## config.mk

```make
export PLATFORM = sky130hd
export DESIGN_NAME = crc_checked_packet_deframer
export DESIGN_NICKNAME = d
export VERILOG_FILES = /design/src/rtl/ccpd_pkg.sv /design/src/rtl/ccpd_front.sv /design/src/rtl/ccpd_queue.sv /design/src/rtl/ccpd_back.sv /design/src/rtl/crc_checked_packet_deframer.sv
export SDC_FILE = /design/constraint.sdc
export NUM_CORES = 1
export LEC_CHECK = 0
export BUFFER_PORTS_ARGS = -buffer_cell sky130_fd_sc_hd__buf_4
export CAP_MARGIN = 20
export CORE_ASPECT_RATIO = 1.75
export CORE_MARGIN = 8
export CORE_UTILIZATION = 40
export CTS_CLUSTER_SIZE = 20
export DETAILED_ROUTE_END_ITERATION = 8
export PLACE_DENSITY = 0.61
export SLEW_MARGIN = 20
export SYNTH_ARGS = -nofsm -noshare
export SYNTH_HDL_FRONTEND = slang
export SYNTH_SLANG_ARGS = --single-unit
```

## constraint.sdc

```tcl
create_clock -name clk -period 3.6 [get_ports clk]
set_clock_uncertainty 0.1 [all_clocks]
set_input_delay 0.72 -clock clk [delete_from_list [all_inputs] [get_ports clk]]
set_output_delay 0.72 -clock clk [all_outputs]
set_load 0.05 [all_outputs]
```

## src/rtl/ccpd_pkg.sv

```systemverilog
// ----------------------------------------------------------------------------
// ccpd_pkg: shared definitions for the CRC-checked packet deframer
// Status codes, configuration register indexes, queue descriptor type and
// the CRC-16/CCITT byte update used by the deframer modules.
// ----------------------------------------------------------------------------
package ccpd_pkg;

	localparam int PACKET_BYTES_DEF = 32;
	localparam int START_LEN        = 5;
	localparam int START_W          = 8 * START_LEN;
	localparam int CFG_IDX_W        = 1;
	localparam logic [15:0] CRC_INIT = 16'hFFFF;

	typedef enum logic [CFG_IDX_W-1:0] {
		CFG_START_PATTERN = 1'b0,
		CFG_STOP_VALUE    = 1'b1
	} cfg_idx_t;

	typedef enum logic [1:0] {
		ST_OK       = 2'd0,
		ST_STOP_ERR = 2'd1,
		ST_CRC_ERR  = 2'd2
	} status_t;

	typedef enum logic {
		FR_HUNT,
		FR_COLLECT
	} front_state_t;

	typedef enum logic {
		BK_IDLE,
		BK_EMIT
	} back_state_t;

	// One finished packet as handed from the front to the back.
	typedef struct packed {
		logic    buf_sel;
		status_t status;
	} desc_t;

	// CRC-16/CCITT, polynomial 0x1021, one byte, most significant bit first.
	function automatic logic [15:0] crc_update(logic [15:0] crc, logic [7:0] b);
		logic [7:0] x;
		x = crc[15:8] ^ b;
		x = x ^ (x >> 4);
		return {crc[7:0], 8'h00} ^ {x[3:0], 12'h000} ^ {3'b000, x, 5'b00000}
			^ {8'h00, x};
	endfunction

	// Byte idx of the start pattern, the first byte being in the top bits.
	function automatic logic [7:0] pattern_byte(logic [START_W-1:0] pattern,
		logic [2:0] idx);
		logic [7:0] r;
		unique case (idx)
			3'd0:    r = pattern[39:32];
			3'd1:    r = pattern[31:24];
			3'd2:    r = pattern[23:16];
			3'd3:    r = pattern[15:8];
			default: r = pattern[7:0];
		endcase
		return r;
	endfunction

endpackage

```

## src/rtl/ccpd_front.sv

```systemverilog
// ----------------------------------------------------------------------------
// ccpd_front: start pattern hunt and packet collection
// Searches for the start pattern, collects the packet into one of two
// buffers, runs the CRC and posts a descriptor for each finished packet.
// ----------------------------------------------------------------------------
module ccpd_front #(
	parameter int PACKET_BYTES = ccpd_pkg::PACKET_BYTES_DEF,
	parameter int POS_W        = $clog2(PACKET_BYTES)
) (
	input  logic                          clk,
	input  logic                          arst_n,
	input  logic [ccpd_pkg::START_W-1:0]  start_pattern,
	input  logic [7:0]                    stop_value,
	input  logic                          in_valid,
	output logic                          in_stall,
	input  logic [7:0]                    rx_byte,
	output logic                          mem_we,
	output logic [POS_W:0]                mem_waddr,
	output logic [7:0]                    mem_wdata,
	output logic                          push,
	output ccpd_pkg::desc_t               push_desc,
	input  logic                          q_full,
	input  logic [1:0]                    busy_clr
);

	localparam logic [POS_W-1:0] LAST_POS  = POS_W'(PACKET_BYTES - 1);
	localparam logic [POS_W-1:0] CRC_LO    = POS_W'(PACKET_BYTES - 3);
	localparam logic [POS_W-1:0] CRC_HI    = POS_W'(PACKET_BYTES - 2);
	localparam logic [POS_W-1:0] FIRST_POS = POS_W'(ccpd_pkg::START_LEN);

	ccpd_pkg::front_state_t state_q, state_d;
	logic [31:0]      recent_q;
	logic [POS_W-1:0] pos_q;
	logic [15:0]      crc_q;
	logic [15:0]      crc_start;
	logic [7:0]       crc_lo_q, crc_hi_q;
	logic             wr_buf_q;
	logic [1:0]       busy_q, busy_d;
	logic             accept, match, last_pos, good;
	ccpd_pkg::status_t verdict;

	always_comb begin
		logic [15:0] c;
		c = ccpd_pkg::CRC_INIT;
		for (int i = 0; i < ccpd_pkg::START_LEN; i++) begin
			c = ccpd_pkg::crc_update(c,
				start_pattern[8*(ccpd_pkg::START_LEN-1-i) +: 8]);
		end
		crc_start = c;
	end

	assign match    = {recent_q, rx_byte} == start_pattern;
	assign last_pos = pos_q == LAST_POS;
	assign accept   = in_valid && !in_stall;

	always_comb begin
		if (rx_byte != stop_value) begin
			verdict = ccpd_pkg::ST_STOP_ERR;
		end else if ({crc_hi_q, crc_lo_q} != crc_q) begin
			verdict = ccpd_pkg::ST_CRC_ERR;
		end else begin
			verdict = ccpd_pkg::ST_OK;
		end
	end

	// Next state.
	always_comb begin
		state_d = state_q;
		unique case (state_q)
			ccpd_pkg::FR_HUNT: begin
				if (accept && match) state_d = ccpd_pkg::FR_COLLECT;
			end
			ccpd_pkg::FR_COLLECT: begin
				if (accept && last_pos) state_d = ccpd_pkg::FR_HUNT;
			end
			default: state_d = ccpd_pkg::FR_HUNT;
		endcase
	end

	// Outputs.
	always_comb begin
		in_stall = 1'b0;
		mem_we   = 1'b0;
		push     = 1'b0;
		unique case (state_q)
			ccpd_pkg::FR_HUNT: begin
			end
			ccpd_pkg::FR_COLLECT: begin
				in_stall = busy_q[wr_buf_q] || q_full;
				mem_we   = accept;
				push     = accept && last_pos;
			end
			default: begin
			end
		endcase
		mem_waddr        = {wr_buf_q, pos_q};
		mem_wdata        = rx_byte;
		push_desc.buf_sel = wr_buf_q;
		push_desc.status  = verdict;
	end

	assign good = push && (verdict == ccpd_pkg::ST_OK);

	always_comb begin
		busy_d = busy_q & ~busy_clr;
		if (good) busy_d[wr_buf_q] = 1'b1;
	end

	always_ff @(posedge clk or negedge arst_n) begin
		if (!arst_n) begin
			state_q  <= ccpd_pkg::FR_HUNT;
			recent_q <= '0;
			pos_q    <= '0;
			crc_q    <= ccpd_pkg::CRC_INIT;
			wr_buf_q <= 1'b0;
			busy_q   <= '0;
		end else begin
			state_q <= state_d;
			busy_q  <= busy_d;
			if (good) wr_buf_q <= ~wr_buf_q;
			if (accept) begin
				if (state_q == ccpd_pkg::FR_HUNT) begin
					if (match) begin
						recent_q <= '0;
						pos_q    <= FIRST_POS;
						crc_q    <= crc_start;
					end else begin
						recent_q <= {recent_q[23:0], rx_byte};
					end
				end else if (last_pos) begin
					pos_q <= '0;
					crc_q <= ccpd_pkg::CRC_INIT;
				end else begin
					pos_q <= pos_q + 1'b1;
					if (pos_q < CRC_LO) crc_q <= ccpd_pkg::crc_update(crc_q, rx_byte);
				end
			end
		end
	end

	// Received CRC field, low byte first.
	always_ff @(posedge clk) begin
		if (accept && state_q == ccpd_pkg::FR_COLLECT) begin
			if (pos_q == CRC_LO) crc_lo_q <= rx_byte;
			if (pos_q == CRC_HI) crc_hi_q <= rx_byte;
		end
	end

endmodule

```

## src/rtl/ccpd_queue.sv

```systemverilog
// ----------------------------------------------------------------------------
// ccpd_queue: two-entry descriptor queue
// Holds finished-packet descriptors between the front and the back.
// ----------------------------------------------------------------------------
module ccpd_queue (
	input  logic            clk,
	input  logic            arst_n,
	input  logic            push,
	input  ccpd_pkg::desc_t push_desc,
	output logic            full,
	input  logic            pop,
	output logic            head_valid,
	output ccpd_pkg::desc_t head
);

	ccpd_pkg::desc_t entry_q [2];
	logic       wr_ptr_q, rd_ptr_q;
	logic [1:0] count_q;

	assign full       = count_q == 2'd2;
	assign head_valid = count_q != 2'd0;
	assign head       = entry_q[rd_ptr_q];

	always_ff @(posedge clk or negedge arst_n) begin
		if (!arst_n) begin
			wr_ptr_q <= 1'b0;
			rd_ptr_q <= 1'b0;
			count_q  <= '0;
		end else begin
			if (push) wr_ptr_q <= ~wr_ptr_q;
			if (pop)  rd_ptr_q <= ~rd_ptr_q;
			count_q <= count_q + 2'(push) - 2'(pop);
		end
	end

	always_ff @(posedge clk) begin
		if (push) entry_q[wr_ptr_q] <= push_desc;
	end

endmodule

```

## src/rtl/ccpd_back.sv

```systemverilog
// ----------------------------------------------------------------------------
// ccpd_back: packet buffer and result emitter
// Holds the two packet buffers and plays out each descriptor as a run of
// packet bytes or a single failure status through a registered output.
// ----------------------------------------------------------------------------
module ccpd_back #(
	parameter int PACKET_BYTES = ccpd_pkg::PACKET_BYTES_DEF,
	parameter int POS_W        = $clog2(PACKET_BYTES)
) (
	input  logic                         clk,
	input  logic                         arst_n,
	input  logic [ccpd_pkg::START_W-1:0] start_pattern,
	input  logic                         mem_we,
	input  logic [POS_W:0]               mem_waddr,
	input  logic [7:0]                   mem_wdata,
	input  logic                         head_valid,
	input  ccpd_pkg::desc_t              head,
	output logic                         pop,
	output logic [1:0]                   busy_clr,
	output logic                         out_valid,
	input  logic                         out_stall,
	output logic [7:0]                   packet_byte,
	output logic [1:0]                   status,
	output logic                         last
);

	localparam int MEM_DEPTH = 2 * (2 ** POS_W);
	localparam logic [POS_W-1:0] LAST_POS  = POS_W'(PACKET_BYTES - 1);
	localparam logic [POS_W-1:0] FIRST_POS = POS_W'(ccpd_pkg::START_LEN);

	logic [7:0] mem [MEM_DEPTH];

	ccpd_pkg::back_state_t state_q, state_d;
	logic [POS_W-1:0] rd_pos_q;
	logic             cur_buf_q;
	logic             advance, issue_data, rd_last, head_ok;

	logic              valid_s1, last_s1, from_mem_s1;
	ccpd_pkg::status_t status_s1;
	logic [7:0]        pat_s1, rd_data_s1;

	logic       out_valid_q, last_q;
	logic [7:0] packet_byte_q;
	logic [1:0] status_q;

	assign advance = !out_valid_q || !out_stall;
	assign rd_last = rd_pos_q == LAST_POS;
	assign head_ok = head.status == ccpd_pkg::ST_OK;

	// Next state.
	always_comb begin
		state_d = state_q;
		unique case (state_q)
			ccpd_pkg::BK_IDLE: begin
				if (advance && head_valid && head_ok) state_d = ccpd_pkg::BK_EMIT;
			end
			ccpd_pkg::BK_EMIT: begin
				if (advance && rd_last) state_d = ccpd_pkg::BK_IDLE;
			end
			default: state_d = ccpd_pkg::BK_IDLE;
		endcase
	end

	// Outputs.
	always_comb begin
		pop        = 1'b0;
		issue_data = 1'b0;
		unique case (state_q)
			ccpd_pkg::BK_IDLE: pop        = advance && head_valid;
			ccpd_pkg::BK_EMIT: issue_data = advance;
			default: begin
			end
		endcase
		busy_clr            = '0;
		busy_clr[cur_buf_q] = issue_data && rd_last;
	end

	always_ff @(posedge clk) begin
		if (mem_we) mem[mem_waddr] <= mem_wdata;
	end

	always_ff @(posedge clk) begin
		if (issue_data) rd_data_s1 <= mem[{cur_buf_q, rd_pos_q}];
	end

	always_ff @(posedge clk or negedge arst_n) begin
		if (!arst_n) begin
			state_q     <= ccpd_pkg::BK_IDLE;
			rd_pos_q    <= '0;
			cur_buf_q   <= 1'b0;
			valid_s1    <= 1'b0;
			out_valid_q <= 1'b0;
		end else begin
			state_q <= state_d;
			if (pop) begin
				rd_pos_q  <= '0;
				cur_buf_q <= head.buf_sel;
			end else if (issue_data) begin
				rd_pos_q <= rd_pos_q + 1'b1;
			end
			if (advance) begin
				valid_s1    <= issue_data || (pop && !head_ok);
				out_valid_q <= valid_s1;
			end
		end
	end

	always_ff @(posedge clk) begin
		if (advance) begin
			if (issue_data) begin
				status_s1   <= ccpd_pkg::ST_OK;
				last_s1     <= rd_last;
				from_mem_s1 <= rd_pos_q >= FIRST_POS;
				pat_s1      <= ccpd_pkg::pattern_byte(start_pattern, rd_pos_q[2:0]);
			end else begin
				status_s1   <= head.status;
				last_s1     <= 1'b1;
				from_mem_s1 <= 1'b0;
				pat_s1      <= '0;
			end
			packet_byte_q <= from_mem_s1 ? rd_data_s1 : pat_s1;
			status_q      <= status_s1;
			last_q        <= last_s1;
		end
	end

	assign out_valid   = out_valid_q;
	assign packet_byte = packet_byte_q;
	assign status      = status_q;
	assign last        = last_q;

endmodule

```

## src/rtl/crc_checked_packet_deframer.sv

```systemverilog
// ----------------------------------------------------------------------------
// crc_checked_packet_deframer: fixed-length packet deframer with CRC check
// Finds a five-byte start pattern in a received byte stream, collects a
// fixed-length packet, checks its stop byte and CRC-16/CCITT, and plays out
// good packets byte by byte or a single failure status.
// ----------------------------------------------------------------------------
// Use of the block:
// Received bytes enter on the input channel (in_valid, in_stall, rx_byte), one
// word per accepted cycle; each word is taken at once while hunting for the
// start pattern, but may stall while collecting. Results leave on the
// output channel (out_valid, out_stall, packet_byte, status, last): a good
// packet as PACKET_BYTES words with last on the final one, a stop byte or CRC
// failure as a single word with last set.
// A good packet plays out at one word per cycle while the receiver does not
// stall. Two packet buffers let the next packet be collected while the
// previous one plays out; the input stalls only when both buffers are still
// waiting to be played out or the two-entry descriptor queue is full, so the
// output rate then sets the input rate.
// The configuration channel (cfg_valid, cfg_ready, cfg_index, cfg_data) is
// always ready; index 0 writes the start pattern, index 1 the stop byte.
// Reset clears both registers, empties the queue and returns to hunting.
// When the receiver stalls, the output word holds until it is taken.
// ----------------------------------------------------------------------------
module crc_checked_packet_deframer #(
	parameter int PACKET_BYTES = ccpd_pkg::PACKET_BYTES_DEF
) (
	input  logic                           clk,
	input  logic                           arst_n,
	input  logic                           cfg_valid,
	output logic                           cfg_ready,
	input  logic [ccpd_pkg::CFG_IDX_W-1:0] cfg_index,
	input  logic [ccpd_pkg::START_W-1:0]   cfg_data,
	input  logic                           in_valid,
	output logic                           in_stall,
	input  logic [7:0]                     rx_byte,
	output logic                           out_valid,
	input  logic                           out_stall,
	output logic [7:0]                     packet_byte,
	output logic [1:0]                     status,
	output logic                           last
);

	localparam int POS_W = $clog2(PACKET_BYTES);

	logic [ccpd_pkg::START_W-1:0] start_pattern_q;
	logic [7:0]                   stop_value_q;

	logic             mem_we;
	logic [POS_W:0]   mem_waddr;
	logic [7:0]       mem_wdata;
	logic             push, pop, q_full, head_valid;
	ccpd_pkg::desc_t  push_desc, head;
	logic [1:0]       busy_clr;

	// Configuration is only to be written by the user while the block is idle
	// (unenforced here), so writes need no guarding against packets in flight.
	assign cfg_ready = 1'b1;

	always_ff @(posedge clk or negedge arst_n) begin
		if (!arst_n) begin
			start_pattern_q <= '0;
			stop_value_q    <= '0;
		end else if (cfg_valid && cfg_ready) begin
			unique case (ccpd_pkg::cfg_idx_t'(cfg_index))
				ccpd_pkg::CFG_START_PATTERN: start_pattern_q <= cfg_data;
				ccpd_pkg::CFG_STOP_VALUE:    stop_value_q    <= cfg_data[7:0];
				default: begin
				end
			endcase
		end
	end

	// The front hunts and collects; it writes packet bytes straight into the
	// buffers held by the back and posts one descriptor per finished packet.
	ccpd_front #(
		.PACKET_BYTES (PACKET_BYTES),
		.POS_W        (POS_W)
	) u_front (
		.clk           (clk),
		.arst_n        (arst_n),
		.start_pattern (start_pattern_q),
		.stop_value    (stop_value_q),
		.in_valid      (in_valid),
		.in_stall      (in_stall),
		.rx_byte       (rx_byte),
		.mem_we        (mem_we),
		.mem_waddr     (mem_waddr),
		.mem_wdata     (mem_wdata),
		.push          (push),
		.push_desc     (push_desc),
		.q_full        (q_full),
		.busy_clr      (busy_clr)
	);

	ccpd_queue u_queue (
		.clk        (clk),
		.arst_n     (arst_n),
		.push       (push),
		.push_desc  (push_desc),
		.full       (q_full),
		.pop        (pop),
		.head_valid (head_valid),
		.head       (head)
	);

	// The back releases a buffer as soon as its last byte has been read, so
	// the front may start refilling it in the following cycle.
	ccpd_back #(
		.PACKET_BYTES (PACKET_BYTES),
		.POS_W        (POS_W)
	) u_back (
		.clk           (clk),
		.arst_n        (arst_n),
		.start_pattern (start_pattern_q),
		.mem_we        (mem_we),
		.mem_waddr     (mem_waddr),
		.mem_wdata     (mem_wdata),
		.head_valid    (head_valid),
		.head          (head),
		.pop           (pop),
		.busy_clr      (busy_clr),
		.out_valid     (out_valid),
		.out_stall     (out_stall),
		.packet_byte   (packet_byte),
		.status        (status),
		.last          (last)
	);

endmodule

```

# --- Word level (Yosys, flattened, before mapping) ---
# Memories as Yosys holds them, arrays and structs flattened. A register that Yosys moved wholly into a read port is not among the register bits.
# Index checks and enable logic that the tools add are counted.
op_classes:
  addsub: 4
  multipliers: 0
  div_mod_pow: 0
  magnitude_cmp: 6
  eq_ne: 12
  shifts: 0
  muxes: 36
  n_bitwise: 40
  reduce_logical: 32
op_table:
  columns: ["op", "count"]
  rows:
  - ["16-bit by 13-bit XOR with 16-bit output", 6]
  - ["16-bit by 8-bit XOR with 16-bit output", 6]
  - ["16-bit XOR", 5]
  - ["16-bit two-way mux", 4]
  - ["8-bit by 4-bit XOR with 8-bit output", 6]
  - ["40-bit equality test", 1]
  - ["8-bit XOR", 5]
  - ["32-bit two-way mux", 1]
  - ["8-bit one-hot mux with 4 select lines", 1]
  - ["5-bit two-way mux", 5]
  - ["5-bit equality test, second input constant", 4]
  - ["1-bit two-way mux", 17]
  - ["16-bit != test", 1]
  - ["8-bit inverter", 2]
  - ["1-bit logical AND", 12]
  - ["2-bit AND reduction", 6]
  - ["5-bit by 1-bit adder with 5-bit output, second input constant", 2]
  - ["8-bit two-way mux", 1]
  - ["8-bit != test", 1]
  - ["3-bit by 2-bit equality test with 1-bit output, second input constant", 2]
  - ["2-bit two-way mux", 3]
  - ["1-bit inverter", 6]
  - ["2-bit nonzero test", 3]
  - ["5-bit by 3-bit greater-or-equal comparator with 1-bit output, second input constant", 1]
  - ["18 further kinds", 29]
word_totals:
  register_bits: 157
  latch_bits: 0
  mem_bits_rw: 518
  rom_bits: 0
  in_bits: 54
  output_inout_bits: 14
  memories: 2
memory_table:
  columns: ["memory", "depth", "word_bits", "read_ports", "rd_ports_with_merged_regs", "write_ports", "line_no", "rtl"]
  rows:
  - ["u_back.mem", 64, 8, 1, 1, 1, "ccpd_back.sv:31", "logic [7:0] mem [MEM_DEPTH];"]
  - ["u_queue.entry_q", 2, 3, 1, 0, 1, "ccpd_queue.sv:16", "ccpd_pkg::desc_t entry_q [2];"]

# --- Longest topological paths before layout ---
# Gate-level depths: netlist (run 1).
depth:
  word_depth: 27
  depth_mapped: 11

# --- Modules after synthesis ---
# From an unflattened synthesis (run 1), not the netlist that was laid out.
unflattened:
  hier_cells: 1697
  hier_area_um2: 29269.3
by_module_without_submodules:
  columns: ["module", "n_inst", "cells_per_inst", "area_per_inst_um2"]
  rows:
  - ["ccpd_back", 1, 1057, 21688.3]
  - ["ccpd_front", 1, 512, 5328.9]
  - ["crc_checked_packet_deframer", 1, 104, 1839.3]
  - ["ccpd_queue", 1, 24, 412.9]

# --- Least setup slack after synthesis (run 1) ---
# Ideal clock, no wire load.
synth_timing:
  path_type: "register to register"
  startpoint: "register u_back.rd_pos_q[0]"
  endpoint: "register u_back.pat_s1[2] (data pin)"
  setup_time_ns: 0.141
  t_arrival_ns: 2.871
  required_ns: 3.359
  slack_ns: 0.488
  path_stages_with_launch: 12
  path_buffers: 5
  cell_sequence: "dfrtp_1 -> clkbuf_1 -> clkbuf_1 -> buf_2 -> buf_1 -> inv_1 -> ha_1 -> clkbuf_1 -> or3_1 -> a21oi_1 -> a221oi_1 -> nor2_1"
synth_between:
  elab_chain_len: 2
  word_cells_on_any_way: 5
  cone_classes: "eq/ne: 3; mux: 1; reduce/logical: 1"
synth_lines:
  columns: ["item", "line_no", "rtl"]
  rows:
  - ["start, declared", "ccpd_back.sv:34", "logic [POS_W-1:0] rd_pos_q;"]
  - ["start signal, assigned", "ccpd_back.sv:99", "rd_pos_q <= rd_pos_q + 1'b1;"]
  - ["3-bit by 2-bit equality test with 1-bit output, or another cell as far along", "ccpd_pkg.sv:54", "unique case (idx)"]
  - ["8-bit one-hot mux with 4 select lines (*)", "ccpd_pkg.sv:54", null]
  - ["end signal, assigned", "ccpd_back.sv:114", "pat_s1 <= ccpd_pkg::pattern_byte(start_pattern, rd_pos_q[2:0]);"]
  - ["end, declared", "ccpd_back.sv:40", "logic [7:0] pat_s1, rd_data_s1;"]
# Every way passes the cells marked *; elsewhere a longest branch is shown, timed or not.
# A chain may end at the register's enable or synchronous reset.

# --- Final worst setup path (run 1) ---
layout_timing:
  startpoint: "register start_pattern_q[36] (netlist bit)"
  endpoint: "register u_front.crc_q[13]"
layout_between:
  elab_chain_len: 26
  word_cells_on_any_way: 30
  cone_classes: "eq/ne: 1; mux: 2; bitwise: 25; reduce/logical: 2"
layout_lines:
  columns: ["item", "line_no", "rtl"]
  rows:
  - ["start, declared", "crc_checked_packet_deframer.sv:45", "logic [ccpd_pkg::START_W-1:0] start_pattern_q;"]
  - ["start signal, assigned", "crc_checked_packet_deframer.sv:65", "ccpd_pkg::CFG_START_PATTERN: start_pattern_q <= cfg_data;"]
  - ["8-bit inverter (no source line)", null, null]
  - ["8-bit by 4-bit XOR with 8-bit output", "ccpd_pkg.sv:45", "x = x ^ (x >> 4);"]
  - ["16-bit by 13-bit XOR with 16-bit output / 8-bit inverter (equally long branches)", null, null]
  - ["16-bit by 8-bit XOR with 16-bit output / 16-bit by 13-bit XOR with 16-bit output (equally long branches)", "ccpd_pkg.sv:47, ccpd_pkg.sv:46", null]
  - ["8-bit XOR / 16-bit by 8-bit XOR with 16-bit output (equally long branches)", "ccpd_pkg.sv:44, ccpd_pkg.sv:47", null]
  - ["8-bit by 4-bit XOR with 8-bit output / 8-bit XOR (equally long branches)", "ccpd_pkg.sv:45, ccpd_pkg.sv:44", null]
  - ["16-bit XOR / 8-bit by 4-bit XOR with 8-bit output (equally long branches)", "ccpd_pkg.sv:46, ccpd_pkg.sv:45", null]
  - ["16-bit by 13-bit XOR with 16-bit output / 16-bit XOR (equally long branches)", "ccpd_pkg.sv:46", "return {crc[7:0], 8'h00} ^ {x[3:0], 12'h000} ^ {3'b000, x, 5'b00000}"]
  - ["(+10 left out)", null, null]
  - ["16-bit by 8-bit XOR with 16-bit output", "ccpd_pkg.sv:47", "^ {8'h00, x};"]
  - ["8-bit XOR", "ccpd_pkg.sv:44", "x = crc[15:8] ^ b;"]
  - ["8-bit by 4-bit XOR with 8-bit output", "ccpd_pkg.sv:45", null]
  - ["16-bit XOR", "ccpd_pkg.sv:46", null]
  - ["16-bit by 13-bit XOR with 16-bit output", "ccpd_pkg.sv:46", null]
  - ["16-bit by 8-bit XOR with 16-bit output", "ccpd_pkg.sv:47", null]
  - ["16-bit two-way mux", "ccpd_front.sv:123", "if (match) begin"]
  - ["16-bit two-way mux", "ccpd_front.sv:122", "if (state_q == ccpd_pkg::FR_HUNT) begin"]
  - ["end signal, assigned", "ccpd_front.sv:126", "crc_q <= crc_start;"]
  - ["end signal, assigned", "ccpd_front.sv:132", "crc_q <= ccpd_pkg::CRC_INIT;"]
  - ["end signal, assigned", "ccpd_front.sv:135", "if (pos_q < CRC_LO) crc_q <= ccpd_pkg::crc_update(crc_q, rx_byte);"]
  - ["end, declared", "ccpd_front.sv:34", "logic [15:0] crc_q;"]
# Parallel ways exist; a longest one is shown, timed or not. The select of a mux whose other input is x is not followed.

==> key figures, run 1 <==
Outcome
  – Status: completed

Hold path
  – Min-delay src: cfg_data[8]
  – Hold depth: 2
  – Hold WC Path Type: in -> reg
  – Hold EP: start_pattern_q[8]

Logic synthesis
  – Cell taking the most area after synthesis: edfxtp_1
  – Post-synthesis average cell area: 16.8 um2
  – Asr flop ratio synth: 0.173
  – Area contributors post-synth: edfxtp_1 (58%), dfrtp_1 (8.8%), mux4_2 (7.4%)
  – EDFF count, synth: 565
  – Synth Instances: 1,739
  – Main synth FF type: edfxtp_1
  – Mapped Area: 0.0292 mm2
  – Synth top cells by count: edfxtp_1 (565), nor2_1 (123), dfrtp_1 (102)
  – Unique cell type count in the Yosys netlist: 62
  – Flops & latches, synth: approximately 700
  – Area share of the largest cell type after synthesis: 0.582
  – Syn_nets: 1,805
  – Yosys warns: 0
  – Count leader, synth: edfxtp_1
  – Sequential area share after synthesis: 0.684

Routing
  – Metal2 WL: 40,200 um
  – DRT met1 WL: about 27,000 um
  – Met3 wire len: 3460 um
  – Pre-antenna DRT Iters: 7
  – Via/cell ratio: around 5.5
  – DRC: 0
  – Final Routed Wirelength: ~75,000 um
  – ANT nets after route: 0
  – DR iter-0 viols: 1,343
  – Wire per inst: 26.2 um
  – DR top layer: met4
  – Routed via count: 15,800

Power and ir drop
  – Pwr dens: a little under 800 mW/mm2
  – VDD IR max: ~0.0013 V
  – Leak Pwr: 11.8 nW

Timing
  – Fin. Hold Viols: 0
  – Fin crit period: around 3200 ps
  – Setup violators final: 0
  – Final max-slew violation count: 0
  – Max_slew headroom: 0.283
  – Max frequency: around 0.3 GHz
  – Hold_ws: between 200 and 250 ps
  – Worst Tran Pin Value: about 1100 ps
  – RSZ-0062 raised after global routing: false
  – Sum Neg Setup Slack: 0 ps
  – Period utilization: 0.900

CTS
  – CTS buffer count: 55
  – Clock tree buffer depth: 3
  – TritonCTS clock tree: yes
  – Worst-path clk slew: 70 ps
  – # resized after CTS: 0
  – H-tree levels: 2
  – CTS Root Cell: clkbuf_16
  – Clock Sinks: 683
  – Clock Latency Late Sink: 620 ps

Finish
  – Final net count: 1,956
  – Finished Layout Cells: 2,865
  – Fillers: ~6,200
  – Area grow syn2layout: 14.4%
  – Share of layout cells above drive strength 1: 0.245

Floorplanning
  – Die width: approximately 220 um
  – # IOs: 68
  – Die ar.: ~0.08 mm2
  – Initial core utilization: 0.402
  – Chip Height: 373 um
  – Core Region: 0.0726 mm2
  – Rows: 131

Critical path
  – Register-to-register setup slack: 360 ps
  – CP Launch Type: flip-flop
  – Worst endpoint data arrival time: 3630 ps
  – CP Max Fanout: 15
  – R2r startpoint: start_pattern_q[36]
  – Critical Path RT: ~4000 ps
  – Worst r2r dst: u_front.crc_q[13]
  – CP endpoint kind: flip-flop
  – Cells on worst reg2reg path: 8
  – CP max stage delay: 560 ps
  – Slowest-stage cell, CP: nor4_1
  – Crit Path Class: reg -> reg
  – Worst path cell trace: xor2_1, nor4_1, nand4_1, nor4_2, buf_4, o21ai_1, nor2_1, a221oi_1

Placed design
  – Detailed Place HPWL: 52,700 um
  – I/O Buffers: 66
  – Post-placement cell count: between 2,000 and 3,000
  – Routability-driven placement congestion ratio: around 0.90

Global route
  – Wire length of the first global-routing pass: 111,000 um
  – Largest net degree at the start of global routing: 68
  – Antenna violations before repair: 4
  – Overflow after GRT: 0
  – Number of global-route vias before repair: 16,800
  – Total GRT Usage: 0.183

Flow run
  – Maxcap violations: 0
## cell usage in the layout, fill, tap and decap left out, types with 8 or more instances in the layout
master | Yosys | layout
o21ai_1 | 9 | 9
bufinv_16 | 0 | 8
inv_1 | 20 | 20
nor2_1 | 123 | 123
ha_1 | 12 | 12
nand2_1 | 95 | 94
o221ai_1 | 56 | 56
mux4_2 | 96 | 96
nand4_1 | 8 | 8
mux2_2 | 58 | 58
nand3_1 | 8 | 8
clkbuf_16 | 0 | 56
o32a_1 | 8 | 8
xor2_1 | 68 | 68
clkbuf_1 | 64 | 8
mux2i_1 | 100 | 100
edfxtp_1 | 565 | 565
o22ai_1 | 17 | 17
xnor2_1 | 83 | 83
nor4_1 | 12 | 11
dfrtp_1 | 102 | 100
xnor3_1 | 21 | 21
a222oi_1 | 8 | 8
clkinv_1 | 0 | 13
buf_4 | 1 | 190
a21oi_1 | 22 | 22
a221oi_1 | 12 | 12
xnor2_2 | 10 | 10
o21ai_0 | 41 | 41
dfstp_2 | 16 | 16
## registers in the layout (all words and copies together), names as in the netlist, 2 cells and up
signal,cells
u_back.mem,512
start_pattern_q,40
u_front.recent_q,32
u_front.crc_lo_q,8
u_queue.count_q,2
u_front.crc_q,16
u_back.status_s1,2
u_queue.entry_q,6
u_front.pos_q,5
u_back.status,2
u_back.rd_data_s1,8
u_back.packet_byte,8
u_back.pat_s1,8
stop_value_q,8
u_back.rd_pos_q,5
u_front.crc_hi_q,8
u_front.busy_q,2
## per-stage QoR
stage                     utilization  area (um2)  setup WS, ps  power [W]
after CTS                       0.459       33300           419     0.0259
after floorplan                     -       29200           488     0.0167
after detailed placement        0.434       31500           422     0.0196
after global routing            0.459       33300           288     0.0266
final                           0.459       33300           361     0.0257
after global placement          0.434       31500           429     0.0196
## critical path, delay by kind of cell (launching register included)
kind                      cells  cell delay [ps]
and+or+nand+nor               4             1560
DFF                           1              550
AOI/OAI and AO/OA             2              460
xor gates and xnor gates      1              240
buffers and inverters         1              210
## report_power, final
group | leakage, nW | switching, W | internal (W)
sequential | 6.53 | 0.000483 | 0.00892
combinational | 4.42 | 0.00525 | 0.00474
clock | 0.879 | 0.00283 | 0.00343
total | 11.8 | 0.00857 | 0.0171
## per-layer routing
layer  track usage  vias to the layer above
li1              -                     6998
met5             0                        -
met1         0.204                     8092
met3        0.0222                      171
met4        0.0931                        0
met2         0.336                      522
## logic make-up (layout without fill, tap and decap cells)
group | count (synthesis) | after routing | share of synthesized area
adders and majority gates | 12 | 12 | 0.00515
DFF | 683 | 683 | 0.684
other | 1 | 2 | 0.000129
AOI/OAI and AO/OA | 193 | 193 | 0.0478
and+or+nand+nor | 280 | 280 | 0.0412
xor gates and xnor gates | 191 | 191 | 0.0740
buffers and inverters | 125 | 319 | 0.0172
muxes | 254 | 254 | 0.131
## worst max-delay path by stage
stage                              startpoint                end  slack [ps]  cells after the start
after floorplan            u_back.rd_pos_q[0]   u_back.pat_s1[2]         490                     11
after CTS                 start_pattern_q[36]  u_front.crc_q[13]         420                      8
after global placement             rx_byte[6]   u_front.crc_q[7]         430                      9
final                     start_pattern_q[36]  u_front.crc_q[13]         360                      8
after detailed placement  start_pattern_q[36]  u_front.crc_q[13]         420                      8
after global routing      start_pattern_q[36]   u_front.crc_q[7]         290                      8
## what timing repair did
action | CTS | global route
setup buffers | 0 | 0
endpoints found under the hold margin | 21 | 0
hold buffers | 1 | 0
## cell type report
cell class                      instances  area, um2  share of cell area
Sequential cell                       683      19900               0.598
Multi-Input combinational cell        931       8740               0.262
Timing Repair Buffer                  198       1580              0.0473
Clock buffer                           64       1430              0.0429
Tap cell                              931       1160              0.0349
Clock inverter                         36        407              0.0122
Inverter                               21       78.8             0.00236
Antenna cell                            1       2.50           0.0000750
No activity file was read; power rests on OpenSTA's default activity.
==> inputs of run 2 (changes only) <==
==> constraint.sdc (replaced) <==
create_clock -name clk -period 3.6 [get_ports clk]
set_clock_uncertainty 0.1 [all_clocks]
set_input_delay 1.08 -clock clk [delete_from_list [all_inputs] [get_ports clk]]
set_output_delay 1.08 -clock clk [all_outputs]
set_load 0.05 [all_outputs]
==> key figures, run 2 (synthesized netlist as in run 1, its figures left out) <==
Routing
  – Wire per inst: 26.2 um (about the same)
  – ANT nets after route: 0 (unchanged)
  – DR iter-0 viols: 1,224 (-8.9%)
  – Final Routed Wirelength: 75,500 um (+0.74%)
  – Via/cell ratio: 5.47 (-0.63%)
  – Routed via count: 15,800 (+0.025%)
  – DRC: 0 (unchanged)
  – Pre-antenna DRT Iters: 5 (-2)

Finish
  – Share of layout cells above drive strength 1: 0.253 (+0.00824)
  – Registers with the most flip-flops: u_back.mem: 512 flops, start_pattern_q: 40 flops, u_front.recent_q: 32 flops
  – N_diodes: 0 (-1)
  – Biggest register: u_back.mem
  – Register area: 0.0199 mm2 (unchanged)
  – Final core occ: 0.460 (+0.000845)
  – Final net count: 1,975 (+0.97%)
  – Max reg flops: 512 (unchanged)
  – Fillers: 6,240 (+0.22%)
  – Most common cell after layout, fill and taps aside: edfxtp_1
  – Area grow syn2layout: 14.6%
  – Area of the multi-input gates: 0.00874 mm2 (about the same)
  – Most frequent cells in the layout: edfxtp_1 (565), buf_4 (210), nor2_1 (123)

Floorplanning
  – Die ar.: 0.0821 mm2 (unchanged)
  – Chip Height: 373 um (unchanged)
  – # IOs: 68 (unchanged)
  – Die width: 220 um (unchanged)
  – Initial core utilization: 0.402 (unchanged)
  – Core Region: 0.0726 mm2 (unchanged)
  – Rows: 131 (unchanged)

CTS
  – Clock Latency Late Sink: 620 ps (about the same)
  – # hold bufs at CTS: 0 (-1)
  – H-tree levels: 2 (unchanged)
  – Worst-path clk slew: 80 ps (about the same)
  – Clock Sinks: 683 (unchanged)
  – Clock tree buffer depth: 3 (unchanged)
  – Post-CTS setup buffer count: 0 (unchanged)
  – TritonCTS clock tree: yes
  – CTS buffer count: 58 (+5.5%)
  – # resized after CTS: 0 (unchanged)
  – CTS Root Cell: clkbuf_16

Critical path
  – Crit Path Class: reg -> reg
  – CP Launch Type: flip-flop
  – CP max stage delay: 580 ps (+20 ps)
  – CP bufs+invs: 0 (-1)
  – Critical Path RT: 4040 ps (+50 ps)
  – CP Max Fanout: 6 (-9)
  – Cells on worst reg2reg path: 7 (-1)
  – CP Depth: 7 (-1)
  – Worst path cell trace: xor3_2, xnor3_1, xor2_2, xor3_1, xor2_1, o22ai_1, o21ai_1
  – Slowest-stage cell, CP: dfrtp_1
  – Worst path top cell family by delay: XOR/XNOR gates
  – Worst endpoint data arrival time: 3510 ps (-120 ps)
  – CP endpoint kind: flip-flop

Timing
  – Max_slew headroom: 0.467 (+0.184)
  – Fin. Hold Viols: 0 (unchanged)
  – Worst Tran Pin Value: 799 ps (-269 ps)
  – Final max-slew violation count: 0 (unchanged)
  – Sum Neg Setup Slack: 0 ps (unchanged)
  – Setup violators final: 0 (unchanged)
  – Period utilization: 0.852 (-0.0473)
  – Hold_ws: 274 ps (+36.4 ps)
  – Max frequency: 0.326 GHz (+5.5%)
  – Fin crit period: 3070 ps (-170 ps)
  – RSZ-0062 raised after global routing: false

Hold path
  – Hold WC Path Type: in -> async

Global route
  – Overflow after GRT: 0 (unchanged)
  – Number of global-route vias before repair: 16,900 (+0.45%)
  – Wire length of the first global-routing pass: 112,000 um (+1.1%)
  – Antenna violations before repair: 0 (-4)
  – Largest net degree at the start of global routing: 68 (unchanged)
  – Total GRT Usage: 0.185 (+0.00220)

Power and ir drop
  – VDD IR max: 0.00119 V (-12%)
  – Tot Pwr: 0.0256 W (-0.26%)
  – Pwr dens: 766 mW/mm2 (-0.44%)
  – Leak Pwr: 11.9 nW (+0.56%)

Placed design
  – Detailed Place HPWL: 54,200 um (+2.8%)
  – I/O Buffers: 66 (unchanged)
  – Routability-driven placement congestion ratio: 0.919 (+2.5%)

Flow run
  – Maxcap violations: 0 (unchanged)

Outcome
  – Status: completed
==> run 2: changes by cell type in the layout (fill, tap and decap cells not counted), sizes merged <==
cell,before,now
inv,25,30
dlygate4sd3,1,0
clkbuf,64,70
diode,1,0
clkinv,19,18
buf,197,214
bufinv,8,2
==> run 2: metrics by stage <==
step	std cells	area [um2]	setup WS, ps
CTS	2884	33400	522
global route	2884	33400	385
finish	2884	33400	531
global placement	2780	31600	153
detailed placement	2780	31600	160
floorplan	1739	29200	488
==> run 2: path summary, 6_finish.rpt <==
path,from,end,slack (ps)
worst max-delay path,start_pattern_q[28],u_front.crc_q[10],530
worst max register to register,start_pattern_q[28],u_front.crc_q[10],530
worst min-delay path,arst_n,u_front.pos_q[2],270
min in group clk,u_back.last_s1,u_back.last,330
worst min register to register,u_back.last_s1,u_back.last,330
max in group asynchronous,arst_n,u_front.recent_q[4],2240
==> run 2: final cells by class <==
type / count / share of cell area
flip-flops and latches: 683 / 0.597
clock inverters: 34 / 0.00918
repair buffers: 214 / 0.0496
clock buffers: 70 / 0.0454
multi-input cells: 931 / 0.262
inverters: 21 / 0.00236
well taps: 931 / 0.0349
==> run 2: report_power, final <==
group	switching [W]	total (W)	internal, W
Sequential	0.000531	0.00945	0.00892
Clock	0.00293	0.00614	0.00321
Combinational	0.00530	0.0100	0.00470
==> run 2: layer usage <==
layer	part of all wire	global-route usage	vias up
met2	0.53	0.337	492
met5	0	0	-
met1	0.35	0.199	8053
met4	0.074	0.121	0
met3	0.040	0.0214	188
li1	-	-	7054
